### config.mk
export PLATFORM = sky130hd
export DESIGN_NAME = bfds_cell
export DESIGN_NICKNAME = d
export VERILOG_FILES = /design/src/rtl/core/bfds_pkg.sv /design/src/rtl/core/bfds_cell.sv
export SDC_FILE = /design/constraint.sdc
export NUM_CORES = 1
export LEC_CHECK = 0
export ABC_AREA = 1
export BUFFER_PORTS_ARGS = -buffer_cell sky130_fd_sc_hd__buf_2
export CAP_MARGIN = 20
export CORE_UTILIZATION = 42
export DETAILED_ROUTE_END_ITERATION = 8
export GPL_ROUTABILITY_DRIVEN = 0
export GPL_TIMING_DRIVEN = 1
export PLACE_DENSITY = 0.86
export SYNTH_ARGS = -nofsm -noshare
export SYNTH_HDL_FRONTEND = slang
export SYNTH_SLANG_ARGS = --single-unit
export TNS_END_PERCENT = 50
### constraint.sdc
create_clock -name i_clk -period 9.4 [get_ports i_clk]
set_clock_uncertainty 0.2 [all_clocks]
set_input_delay 2.82 -clock i_clk [delete_from_list [all_inputs] [get_ports i_clk]]
set_output_delay 2.82 -clock i_clk [all_outputs]
set_load 0.005 [all_outputs]
### src/rtl/core/bfds_pkg.sv
// Shared widths, types and register codes for the back-to-front depth sort.
package bfds_pkg;

    localparam int COORD_W      = 16;
    localparam int DIFF_W       = COORD_W + 1;
    localparam int SQ_W         = 2 * DIFF_W - 1;
    localparam int KEY_W        = 34;
    localparam int IDX_W        = 6;
    localparam int MAX_RESULTS  = 64;
    localparam int CNT_W        = $clog2(MAX_RESULTS + 1);
    localparam int MAX_PRIMS_DEF = 64;

    localparam int CFG_IDX_W    = 2;
    localparam int CFG_DATA_W   = 16;

    localparam logic [CFG_IDX_W-1:0] CFG_EYE_X = 2'd0;
    localparam logic [CFG_IDX_W-1:0] CFG_EYE_Y = 2'd1;
    localparam logic [CFG_IDX_W-1:0] CFG_EYE_Z = 2'd2;

    // one stored primitive
    typedef struct packed {
        logic [KEY_W-1:0] key;
        logic [IDX_W-1:0] idx;
    } t_entry;

    // broadcast to every cell of the chain
    typedef struct packed {
        logic   load;
        logic   drain;
        t_entry item;
    } t_cell_ctl;

endpackage

### src/rtl/core/bfds_cell.sv
// One cell of the insertion chain: holds one entry, kept in descending key order.
module bfds_cell (
    input  logic                i_clk,
    input  bfds_pkg::t_cell_ctl i_ctl,
    input  logic                i_occupied,
    input  logic                i_prev_ins,
    input  bfds_pkg::t_entry    i_prev,
    input  bfds_pkg::t_entry    i_next,
    output logic                o_ins,
    output bfds_pkg::t_entry    o_entry
);
    import bfds_pkg::*;

    t_entry r_entry;
    t_entry n_entry;

    // strict compare: a tie stays behind the older entry
    assign o_ins = !i_occupied || (i_ctl.item.key > r_entry.key);

    always_comb begin
        n_entry = r_entry;
        if (i_ctl.drain) begin
            n_entry = i_next;
        end else if (i_ctl.load && o_ins) begin
            n_entry = i_prev_ins ? i_prev : i_ctl.item;
        end
    end

    always_ff @(posedge i_clk) begin
        r_entry <= n_entry;
    end

    assign o_entry = r_entry;

endmodule

* Word level (Yosys, flattened, before mapping) *
Cells that the tools add are included.

storage, ports and cells
  output and inout port bits = 41
  logic and storage cells = 10
  flip-flop bits (word level) = 40

cells by class
  reductions and logical operators = 4
  $lt $le $gt $ge = 1
  multiplexer cells = 3

operators by type and width
  cell                            count
  40-bit 2-to-1 mux               3
  34-bit greater-than comparator  1
  2-bit nonzero test              1
  1-bit logical AND               1
  1-bit zero test                 1
  1-bit logical OR                1

* Longest topological paths before layout *
  depth in word-level cells = 5
  mapped depth = 16
  gate-level depth less buffers = 16

* Worst setup path before layout *
Ideal clock, no wire load.

  path kind = input to output
  start = input port i_ctl[39] (netlist bit)
  end = output port o_ins
  arrival = 3746 ps
  buffers on the path = 0
  path slack = 2634 ps
  stages on the path = 11
  data required time = 6380 ps
  cells stage by stage = ha_1 -> nand2_2 -> inv_1 -> nand2_1 -> nand2_1 -> a21oi_1 -> nand2_1 -> nor2_1 -> nand2_1 -> nand2_1 -> nand2_2

between the ends
  longest elaborated chain between the ends = 2

ends and longest elaborated chain
  item                            RTL line         RTL
  start: declaration              bfds_cell.sv:4   input bfds_pkg::t_cell_ctl i_ctl,
  34-bit greater-than comparator  bfds_cell.sv:18  assign o_ins = !i_occupied || (i_ctl.item.key > r_entry.key);
  1-bit logical OR                bfds_cell.sv:18
  end: declaration                bfds_cell.sv:9   output logic o_ins,

Every way passes these cells.

* Final worst setup path *
Same ends and word-level chain as after synthesis.

==> results.sh <==
export IMPL_use_met2=0.413
export IMPL_cts_hold_buf=0
export IMPL_dieArea_um2=7490
export IMPL_period_needed_ns=7.17
export IMPL_grt_util_met1=0.259
export IMPL_overflow=0
export IMPL_antenna_found_initial=0
export IMPL_met3_usage=0.0362
export IMPL_status="complete, no violations"
export IMPL_via_per_inst=4.84
export IMPL_finalSetupTns_ns=0
export IMPL_cp_data_required_time_ns=6.38
export IMPL_cp_end_kind="output port"
export IMPL_post_cts_resize_count=0
export IMPL_leakagePower_uw=0.00211
export IMPL_relSlewSlack=0.343
export IMPL_gr_max_usage_layer="met2"
export IMPL_max_cap_violations=0
export IMPL_fill_cells=665
export IMPL_ioPinCount=166
export IMPL_drive_above_1_share=0.334
export IMPL_wl_per_cell_um=12.6
export IMPL_path_class="in2out"
export IMPL_dp_cells=639
export IMPL_p_per_area_nw_per_um2=123
export IMPL_syn_num_nets=555
export IMPL_dpl_cell_area_um2=3880
export IMPL_dp_hpwl_um=6100
export IMPL_syn_to_final_growth_pct=32.0
export IMPL_grt_pass1_wl_um=12800
export IMPL_comb_power_share=0.300
export IMPL_syn_inst=396
export IMPL_peakVddDrop_mv=0.0732
export IMPL_die_x_um=86.6
export IMPL_tightest_slew_ns=0.982
export IMPL_cpMostUsedCell="nand2_1"
export IMPL_switching_share=0.309
export IMPL_wl_um=8160
export IMPL_ys_seq_elements=40
export IMPL_grt_max_degree=42
export IMPL_clkLatencyLatePin_ns=0.29
export IMPL_port_buffers=165
export IMPL_critPathBufInv=2
export IMPL_finalCoreUtilization=0.580
export IMPL_grt_pass1_vias=2917
export IMPL_first_pass_iters=4
export IMPL_arrival_ns=4.15
export IMPL_cts_buffers=5
export IMPL_drc=0
export IMPL_rsz0062_at_grt="false"
export IMPL_clockRootBuffer="clkbuf_8"
export IMPL_synth_area_um2=3000
export IMPL_slowest_stage="ha_1"
export IMPL_antennaDiodeCount=0
export IMPL_drtIter0Drc=80
export IMPL_stdcell_count=647
export IMPL_finalSetupViolCount=0
export IMPL_rows=30
export IMPL_ys_types=16
export IMPL_largest_reg_flops=40
export IMPL_switching_power_uw=150
export IMPL_core_area_um2=6830
export IMPL_cts_sinks=40
export IMPL_clk_pin_slew_ns=0.08
export IMPL_grt_total_usage=0.219
export IMPL_start_kind="primary input"
export IMPL_final_hold_violation_count=0
export IMPL_drtAntennaViolNets=0
export IMPL_p_int_uw=336
export IMPL_vias=3129
export IMPL_synth_yosys_seq_area_share=0.400
export IMPL_ctsLongestPathBuffers=2
export IMPL_cts_setup_buffers=0
export IMPL_drv_slew=0
export IMPL_cts_tree="yes"
export IMPL_start_util=0.440
export IMPL_fin_nets=709
export IMPL_path_cells="buf_2, ha_1, a21oi_1, nand2_1, a21oi_1, nand2_1, nor2_1, nand2_1, nand2_1, nand2_2, buf_2"
export IMPL_max_freq_mhz=139
export IMPL_hold_class="reg2reg"
export IMPL_timing_final_crit_share=0.763
export IMPL_p_clk_frac=0.231
export IMPL_critical_path_top_delay_family="simple AND/OR/NAND/NOR gates"
export IMPL_htree_levels=2
export IMPL_p_seq_frac=0.468
export IMPL_cp_slowest_stage_delay_ns=0.32
export IMPL_die_h_um=86.6
export IMPL_critPathMaxFanout=2
export IMPL_finalInstanceArea_um2=3960
export IMPL_syn_area_per_cell_um2=7.58
export IMPL_yosys_warnings=0
## path summary, 6_finish.rpt
kind                                  start           to  slack [ns]  depth (start not counted)
worst min register to register   o_entry[6]  o_entry[17]        1.75                          8
worst max register to register  o_entry[31]   o_entry[6]        6.54                         14
worst max-delay path              i_ctl[39]        o_ins        2.23                         11
worst min-delay path             o_entry[6]  o_entry[17]        1.75                          8
## power by group through the flow
stage	sequential [µW]	clock [µW]	combinational (µW)
3_3_place_gp	230	0	142
4_1_cts	228	115	148
6_report	228	112	146
2_1_floorplan	233	0	78.6
3_5_place_dp	232	0	147
5_1_grt	230	122	168
## worst min-delay path: stages (launching register included)
cell	delay, ns
edfxtp_1	0.35
ha_1	0.14
nand3_1	0.08
nor3_1	0.19
nand3_1	0.09
nand2_1	0.10
nand2_2	0.05
nand2_1	0.07
nand2_2	0.53
## cell usage in the layout (no fill, tap or decap)
master / count
buf_2: 165
nand2_1: 94
a21oi_1: 91
inv_1: 47
nor2_1: 47
edfxtp_1: 40
ha_1: 34
nand2_2: 6
clkbuf_8: 5
clkinv_1: 4
nor2_2: 4
nand3_1: 4
inv_2: 2
a21o_1: 2
nor2_4: 2
clkbuf_1: 2
nor3_1: 1
and3_1: 1
## cells in the mapped netlist
cell type | n | area [µm²]
a21o_1 | 2 | 15.0
a21oi_1 | 91 | 455
and3_1 | 1 | 6.26
clkbuf_1 | 18 | 67.6
clkinv_1 | 3 | 11.3
edfxtp_1 | 40 | 1200
ha_1 | 34 | 425
inv_1 | 47 | 176
inv_2 | 2 | 7.51
nand2_1 | 95 | 357
nand2_2 | 5 | 31.3
nand3_1 | 4 | 20.0
nor2_1 | 47 | 176
nor2_2 | 4 | 25.0
nor2_4 | 2 | 22.5
nor3_1 | 1 | 5.00
## layer usage
layer,wire length [µm],vias up
li1,-,1600
met1,3430,1389
met2,4200,134
met3,488,6
met4,38,0
met5,0,-
## through the flow
step / power (µW) / setup WS, ns / hold slack (ns)
2_1_floorplan: 312 / 2.63 / 1.79
5_1_grt: 519 / 2.10 / 1.99
6_report: 486 / 2.23 / 1.75
4_1_cts: 491 / 2.22 / 1.82
3_5_place_dp: 378 / 2.22 / 1.80
3_3_place_gp: 373 / 2.24 / 1.75
## layout make-up
cell class | count | area (µm²) | area share
Multi-Input combinational cell | 286 | 1540 | 0.389
Sequential cell | 40 | 1200 | 0.303
Timing Repair Buffer | 165 | 826 | 0.208
Inverter | 52 | 195 | 0.0492
Tap cell | 96 | 120 | 0.0303
Clock buffer | 7 | 76.3 | 0.0193
Clock inverter | 1 | 3.75 | 0.000947
## kinds of logic after synthesis
| family | after synthesis | synth area share |
|---|---|---|
| and+or+nand+nor | 159 | 0.214 |
| AOI/OAI and AO/OA | 93 | 0.157 |
| buffers and inverters | 70 | 0.0875 |
| DFF | 40 | 0.400 |
| adders and majority gates | 34 | 0.142 |
(Power assumes the default switching activity.)
