<file path="src/rtl/core/bfds_pkg.sv">
// Shared widths, types and register codes for the back-to-front depth sort.
package bfds_pkg;

    localparam int COORD_W      = 16;
    localparam int DIFF_W       = COORD_W + 1;
    localparam int SQ_W         = 2 * DIFF_W - 1;
    localparam int KEY_W        = 34;
    localparam int IDX_W        = 6;
    localparam int MAX_RESULTS  = 64;
    localparam int CNT_W        = $clog2(MAX_RESULTS + 1);
    localparam int MAX_PRIMS_DEF = 64;

    localparam int CFG_IDX_W    = 2;
    localparam int CFG_DATA_W   = 16;

    localparam logic [CFG_IDX_W-1:0] CFG_EYE_X = 2'd0;
    localparam logic [CFG_IDX_W-1:0] CFG_EYE_Y = 2'd1;
    localparam logic [CFG_IDX_W-1:0] CFG_EYE_Z = 2'd2;

    // one stored primitive
    typedef struct packed {
        logic [KEY_W-1:0] key;
        logic [IDX_W-1:0] idx;
    } t_entry;

    // broadcast to every cell of the chain
    typedef struct packed {
        logic   load;
        logic   drain;
        t_entry item;
    } t_cell_ctl;

endpackage

</file>
<file path="src/rtl/core/bfds_dist.sv">
// Three-stage squared eye distance pipeline: difference, square, sum.
module bfds_dist (
    input  logic                                i_clk,
    input  logic                                i_rst_n,
    input  logic signed [bfds_pkg::COORD_W-1:0] i_eye_x,
    input  logic signed [bfds_pkg::COORD_W-1:0] i_eye_y,
    input  logic signed [bfds_pkg::COORD_W-1:0] i_eye_z,
    input  logic                                i_valid,
    input  logic signed [bfds_pkg::COORD_W-1:0] i_vertex_x,
    input  logic signed [bfds_pkg::COORD_W-1:0] i_vertex_y,
    input  logic signed [bfds_pkg::COORD_W-1:0] i_vertex_z,
    input  logic                                i_final,
    output logic                                o_valid,
    output logic                                o_final,
    output logic [bfds_pkg::KEY_W-1:0]          o_key
);
    import bfds_pkg::*;

    logic                     r_v1, r_v2, r_v3;
    logic                     r_f1, r_f2, r_f3;
    logic signed [DIFF_W-1:0] r_dx, r_dy, r_dz;
    logic [SQ_W-1:0]          r_sx, r_sy, r_sz;
    logic [KEY_W-1:0]         r_key;

    logic signed [DIFF_W-1:0]  n_dx, n_dy, n_dz;
    logic signed [2*DIFF_W-1:0] w_px, w_py, w_pz;
    logic [KEY_W:0]            n_sum;

    assign n_dx = {i_eye_x[COORD_W-1], i_eye_x} - {i_vertex_x[COORD_W-1], i_vertex_x};
    assign n_dy = {i_eye_y[COORD_W-1], i_eye_y} - {i_vertex_y[COORD_W-1], i_vertex_y};
    assign n_dz = {i_eye_z[COORD_W-1], i_eye_z} - {i_vertex_z[COORD_W-1], i_vertex_z};

    assign w_px = r_dx * r_dx;
    assign w_py = r_dy * r_dy;
    assign w_pz = r_dz * r_dz;

    // squares are non-negative and below 2^33, so the sum fits the key width
    assign n_sum = (KEY_W+1)'(r_sx) + (KEY_W+1)'(r_sy) + (KEY_W+1)'(r_sz);

    always_ff @(posedge i_clk) begin
        if (!i_rst_n) begin
            r_v1 <= 1'b0;
            r_v2 <= 1'b0;
            r_v3 <= 1'b0;
        end else begin
            r_v1 <= i_valid;
            r_v2 <= r_v1;
            r_v3 <= r_v2;
        end
    end

    always_ff @(posedge i_clk) begin
        r_f1  <= i_final;
        r_dx  <= n_dx;
        r_dy  <= n_dy;
        r_dz  <= n_dz;
        r_f2  <= r_f1;
        r_sx  <= w_px[SQ_W-1:0];
        r_sy  <= w_py[SQ_W-1:0];
        r_sz  <= w_pz[SQ_W-1:0];
        r_f3  <= r_f2;
        r_key <= n_sum[KEY_W-1:0];
    end

    assign o_valid = r_v3;
    assign o_final = r_f3;
    assign o_key   = r_key;

endmodule

</file>
<file path="config.mk">
export PLATFORM = sky130hd
export DESIGN_NAME = bfds_dist
export DESIGN_NICKNAME = d
export VERILOG_FILES = /design/src/rtl/core/bfds_pkg.sv /design/src/rtl/core/bfds_dist.sv
export SDC_FILE = /design/constraint.sdc
export NUM_CORES = 2
export LEC_CHECK = 0
export BUFFER_PORTS_ARGS = -buffer_cell sky130_fd_sc_hd__buf_4
export CORE_ASPECT_RATIO = 0.7
export CORE_MARGIN = 4
export CORE_UTILIZATION = 40
export CTS_CLUSTER_DIAMETER = 80
export DETAILED_ROUTE_END_ITERATION = 10
export HOLD_SLACK_MARGIN = 0.05
export PLACE_DENSITY = 0.61
export SLEW_MARGIN = 30
export SYNTH_ARGS = -nofsm -noshare
export SYNTH_HDL_FRONTEND = slang
export SYNTH_SLANG_ARGS = --single-unit
</file>
<file path="constraint.sdc">
create_clock -name i_clk -period 8.8 [get_ports i_clk]
set_input_delay 0.44 -clock i_clk [delete_from_list [all_inputs] [get_ports i_clk]]
set_output_delay 0.44 -clock i_clk [all_outputs]
set_load 0.02 [all_outputs]
</file>
== After elaboration in Yosys (flattened, before gate mapping) ==
Cells that the tools add are included.

* Multipliers: 3
* Add/sub/neg operators: 5

{| class="wikitable"
|+ Operators by type and width
! operator !! number
|-
| multiplier 17 x 17 -> 33 bit || 3
|-
| subtractor 16 x 16 -> 17 bit || 3
|-
| adder 33 x 33 -> 34 bit || 1
|-
| adder 34 x 33 -> 34 bit || 1
|}

* Input port bits: 100
* Word-level logic and storage cells: 21
* Output and inout port bits: 36
* Flip-flop bits (word level): 190

== Depth between registers and ports, before layout ==
* Word-level depth: 2
* Gate-level depth with buffers: 25
* Gate-level depth less buffers: 24

== Least setup slack after synthesis ==
OpenSTA, ideal clock, no wires.

* Path kind: register to register
* Start: reg r_dy[16]
* End: reg r_sy[32]
* Library setup time: 0.072 ns
* Data required time: 8.728 ns
* Arrival: 6.136 ns
* Buffers on the path: 2
* Path slack: 2.592 ns
* Period minus slack after synthesis: 6.208 ns
* Cell stages (with the launch flop): 22
* Cell sequence: dfxtp_1 > clkbuf_1 > clkbuf_1 > and2_1 > fa_1 > inv_1 > fa_1 > inv_1 > fa_1 > fa_1 > fa_1 > fa_1 > ha_1 > a21o_1 > a21oi_1 > nor2b_1 > or2_2 > o21ba_2 > o21ai_1 > a211o_1 > a21oi_1 > xnor2_1

* Longest elaborated chain between the ends: 1

{| class="wikitable"
|+ Ends and longest elaborated chain
! what !! RTL line !! text
|-
| from (decl) || bfds_dist.sv:21 || <nowiki>logic signed [DIFF_W-1:0] r_dx, r_dy, r_dz;</nowiki>
|-
| from (signal assigned) || bfds_dist.sv:55 || <nowiki>r_dy <= n_dy;</nowiki>
|-
| multiplier 17 x 17 -> 33 bit || bfds_dist.sv:34 || <nowiki>assign w_py = r_dy * r_dy;</nowiki>
|-
| net w_py[32] || bfds_dist.sv:26 || <nowiki>logic signed [2*DIFF_W-1:0] w_px, w_py, w_pz;</nowiki>
|-
| to (signal assigned) || bfds_dist.sv:59 || <nowiki>r_sy <= w_py[SQ_W-1:0];</nowiki>
|-
| to (decl) || bfds_dist.sv:22 || <nowiki>logic [SQ_W-1:0] r_sx, r_sy, r_sz;</nowiki>
|}

The timed path passes the listed nets, and every way through them passes these cells.
A chain may end at the register's enable or synchronous reset.

== Worst setup path after layout ==
* Start: reg r_dz[2]
* End: reg r_sz[30]

* Longest elaborated chain between the ends: 1

{| class="wikitable"
|+ Ends and longest elaborated chain
! what !! RTL line !! text
|-
| from (decl) || bfds_dist.sv:21 ||
|-
| from (signal assigned) || bfds_dist.sv:56 || <nowiki>r_dz <= n_dz;</nowiki>
|-
| multiplier 17 x 17 -> 33 bit || bfds_dist.sv:35 || <nowiki>assign w_pz = r_dz * r_dz;</nowiki>
|-
| net w_pz[30] || bfds_dist.sv:26 ||
|-
| to (signal assigned) || bfds_dist.sv:60 || <nowiki>r_sz <= w_pz[SQ_W-1:0];</nowiki>
|-
| to (decl) || bfds_dist.sv:22 ||
|}

The timed path passes the listed nets, and every way through them passes these cells.

==> flow_summary.toml <==
[route]
drt_iter0_markers = 1665
post-route-drc-count = 0
routed_via_density = 4.71
postRouteAntennaNets = 0
dr_total_vias = 24876
first_pass_iters = 5
wire_per_inst_um = 15.9
drt_wl_total_um = 84000

[synth]
yosys_warnings = 0
syn_inst = 3948
yosysSeqAreaShare_pct = 10.1
synth.distinct_cells = 72
synth_edf_count = 0
synthArstFlopShare_pct = 0
avgSynthCellArea_um2 = 9.43
synth_seq_cells = 187
netlist_area_mm2 = 0.0372
synth_flop_cell = "dfxtp_1"

[critical_path]
slowest_stage = "fa_1"
critPathKind = "flip-flop to flip-flop"
max_stage_delay_ns = 0.80
path_cells = "and2_1, fa_1, inv_1, fa_1, inv_1, fa_1, fa_1, fa_1, inv_1, fa_1, inv_1, ha_1, nand3_1, nor2_1, nand3_1, a211oi_1, nor2_1, a311oi_1, xor2_1"
worst-path-max-fanout = 21
cpLargestDelayFamily = "adder cells"
r2r_slack_ns = 1.62
cp-end-kind = "flip-flop"
crit_required_ns = 9.24
cp-start-kind = "flip-flop"
cp.arrival_ns = 7.62
worst-path-buf-inv = 4
crit_top_cell = "fa_1"

[floorplanning]
die_area_mm2 = 0.0981
start_util_pct = 40.4
coreArea_mm2 = 0.0922
die_h_um = 263
die_w_um = 373
io_pins = 136
num_rows = 93

[sta]
timing.setup.tns_ns = 0
fin_crit_sh_pct = 81.6
skew_ns = 0.0188
final-setup-viol-count = 0
maxSlewHeadroom_pct = 36.0
rsz0062_at_grt = "false"
slew_violations = 0
worst-slew-pin-transition_ns = 0.959
max_freq_mhz = 139
hold_violations = 0
min_period_ns = 7.18

[clocking]
cts_buffer_depth = 2
clkLatencyLatePin_ns = 0.52
path_clk_slew_ns = 0.09
cts_resized = 0
cts_made_buffers = 17
htree_levels = 4
cts_tree = "yes"
cts.sinks = 187
cts-root-buf = "clkbuf_16"

[cells_and_area]
drive_gt1_share_pct = 5.29
final_nets = 5295
mostFrequentLayoutCell = "inv_1"
layout_common_cells = "1134 x inv_1, 818 x fa_1, 343 x ha_1"
syn2layout_area_growth_pct = 8.05
n_antenna_cell = 0

[grt]
use_met1_pct = 29.6
track_usage_pct = 18.3
busiest_layer = "met1"
grt_pass1_vias = 26469
grt_max_degree = 33
grt_util_met2_pct = 24.9
antenna_found_initial = 1
use_met3_pct = 4.14
grt_pass1_wl_um = 142000
gr-total-overflow = 0

[place]
globalplace.congestion = 0.885
io_buffer_count = 135
dp_hpwl_um = 72900

[outcome]
status = "completed"

[worst_hold_path]
min_path_type = "input port to flip-flop"

[run]
max_cap_viol_count = 0
-- kinds of logic (layout without fill, tap and decap cells) --
kind of cell             count (synthesis)  in the layout  share of synthesized area (%)
multiplexers                             5              5                          0.145
other                                    1              3                         0.0101
AO/OA/AOI/OAI                          385            385                           6.94
buffers and inverters                 1212           1309                           12.2
AND/OR/NAND/NOR                        802            802                           10.5
XOR/XNOR                               195            195                           4.59
adder cells (fa/ha/maj)               1161           1161                           55.5
flip-flops                             187            187                           10.1
-- timing repair --
action	4_1_cts	5_1_grt
buffers inserted	0	0
hold endpoints to repair	1	0
hold buffers	1	0
-- state kept, by name, indices dropped and copies added, names as in the netlist --
register  cells
r_v1          1
o_key        34
r_sx         32
r_dy         17
r_f2          1
o_final       1
r_sy         32
r_f1          1
r_sz         32
r_dx         17
r_v2          1
o_valid       1
r_dz         17
-- routing by layer --
| metal | routed length, um | vias up |
|---|---|---|
| li1 | - | 11922 |
| met1 | 43600 | 12301 |
| met2 | 33300 | 612 |
| met3 | 6330 | 41 |
| met4 | 816 | 0 |
| met5 | 0 | - |
-- synth_stat cells (all sizes together) (13+ instances only) --
library cell / count / area (um2)
inv: 1134 / 4260
nand2b: 19 / 119
nor3: 41 / 210
nand3: 39 / 195
nor2b: 57 / 357
xor2: 47 / 412
nor2: 141 / 529
a21o: 65 / 488
o21ai: 81 / 409
nand2: 281 / 1050
xnor2: 148 / 1300
ha: 343 / 4290
dfxtp: 187 / 3740
clkbuf: 77 / 289
fa: 818 / 16400
a21oi: 107 / 543
and3: 16 / 100
a31oi: 13 / 81.3
and2: 157 / 982
or3: 13 / 86.3
-- final timing paths --
check / start / to / depth (start not counted)
min: i_rst_n / r_v2 / 2
max reg2reg: r_dz[2] / r_sz[30] / 19
max: r_dz[2] / r_sz[30] / 19
min reg2reg: r_f2 / o_final / 0
-- worst register-to-register path, stage by stage, from the launching register on --
cell	delay (ns)
dfxtp_1	0.61
and2_1	0.39
fa_1	0.74
inv_1	0.11
fa_1	0.80
inv_1	0.22
fa_1	0.50
fa_1	0.53
fa_1	0.49
inv_1	0.05
fa_1	0.47
inv_1	0.04
ha_1	0.38
nand3_1	0.13
nor2_1	0.36
nand3_1	0.14
a211oi_1	0.51
nor2_1	0.12
a311oi_1	0.36
xor2_1	0.16
-- stage by stage --
step / util, % / cells / cell area (um2) / hold slack (ns) / setup WS, ns
after floorplan: - / 3950 / 37200 / 0.310 / 2.59
after global placement: 42.9 / 5249 / 39500 / 0.310 / 1.58
after detailed placement: 42.9 / 5249 / 39500 / 0.316 / 1.58
after CTS: 43.6 / 5282 / 40200 / 0.0985 / 1.53
after global routing: 43.6 / 5282 / 40200 / 0.117 / 1.27
final: 43.6 / 5282 / 40200 / 0.137 / 1.62
-- layout make-up --
class / count / area [um2]
fill: 9075 / 51900
tap: 1235 / 1550
sequential: 187 / 3740
clock buffer: 17 / 425
multi-input combinational: 2551 / 28900
timing repair buffer: 143 / 1080
clock inverter: 15 / 231
inverter: 1134 / 4260
Power is not shown: default switching activity piles up to over one toggle a cycle in this logic, so the estimate is an artifact.
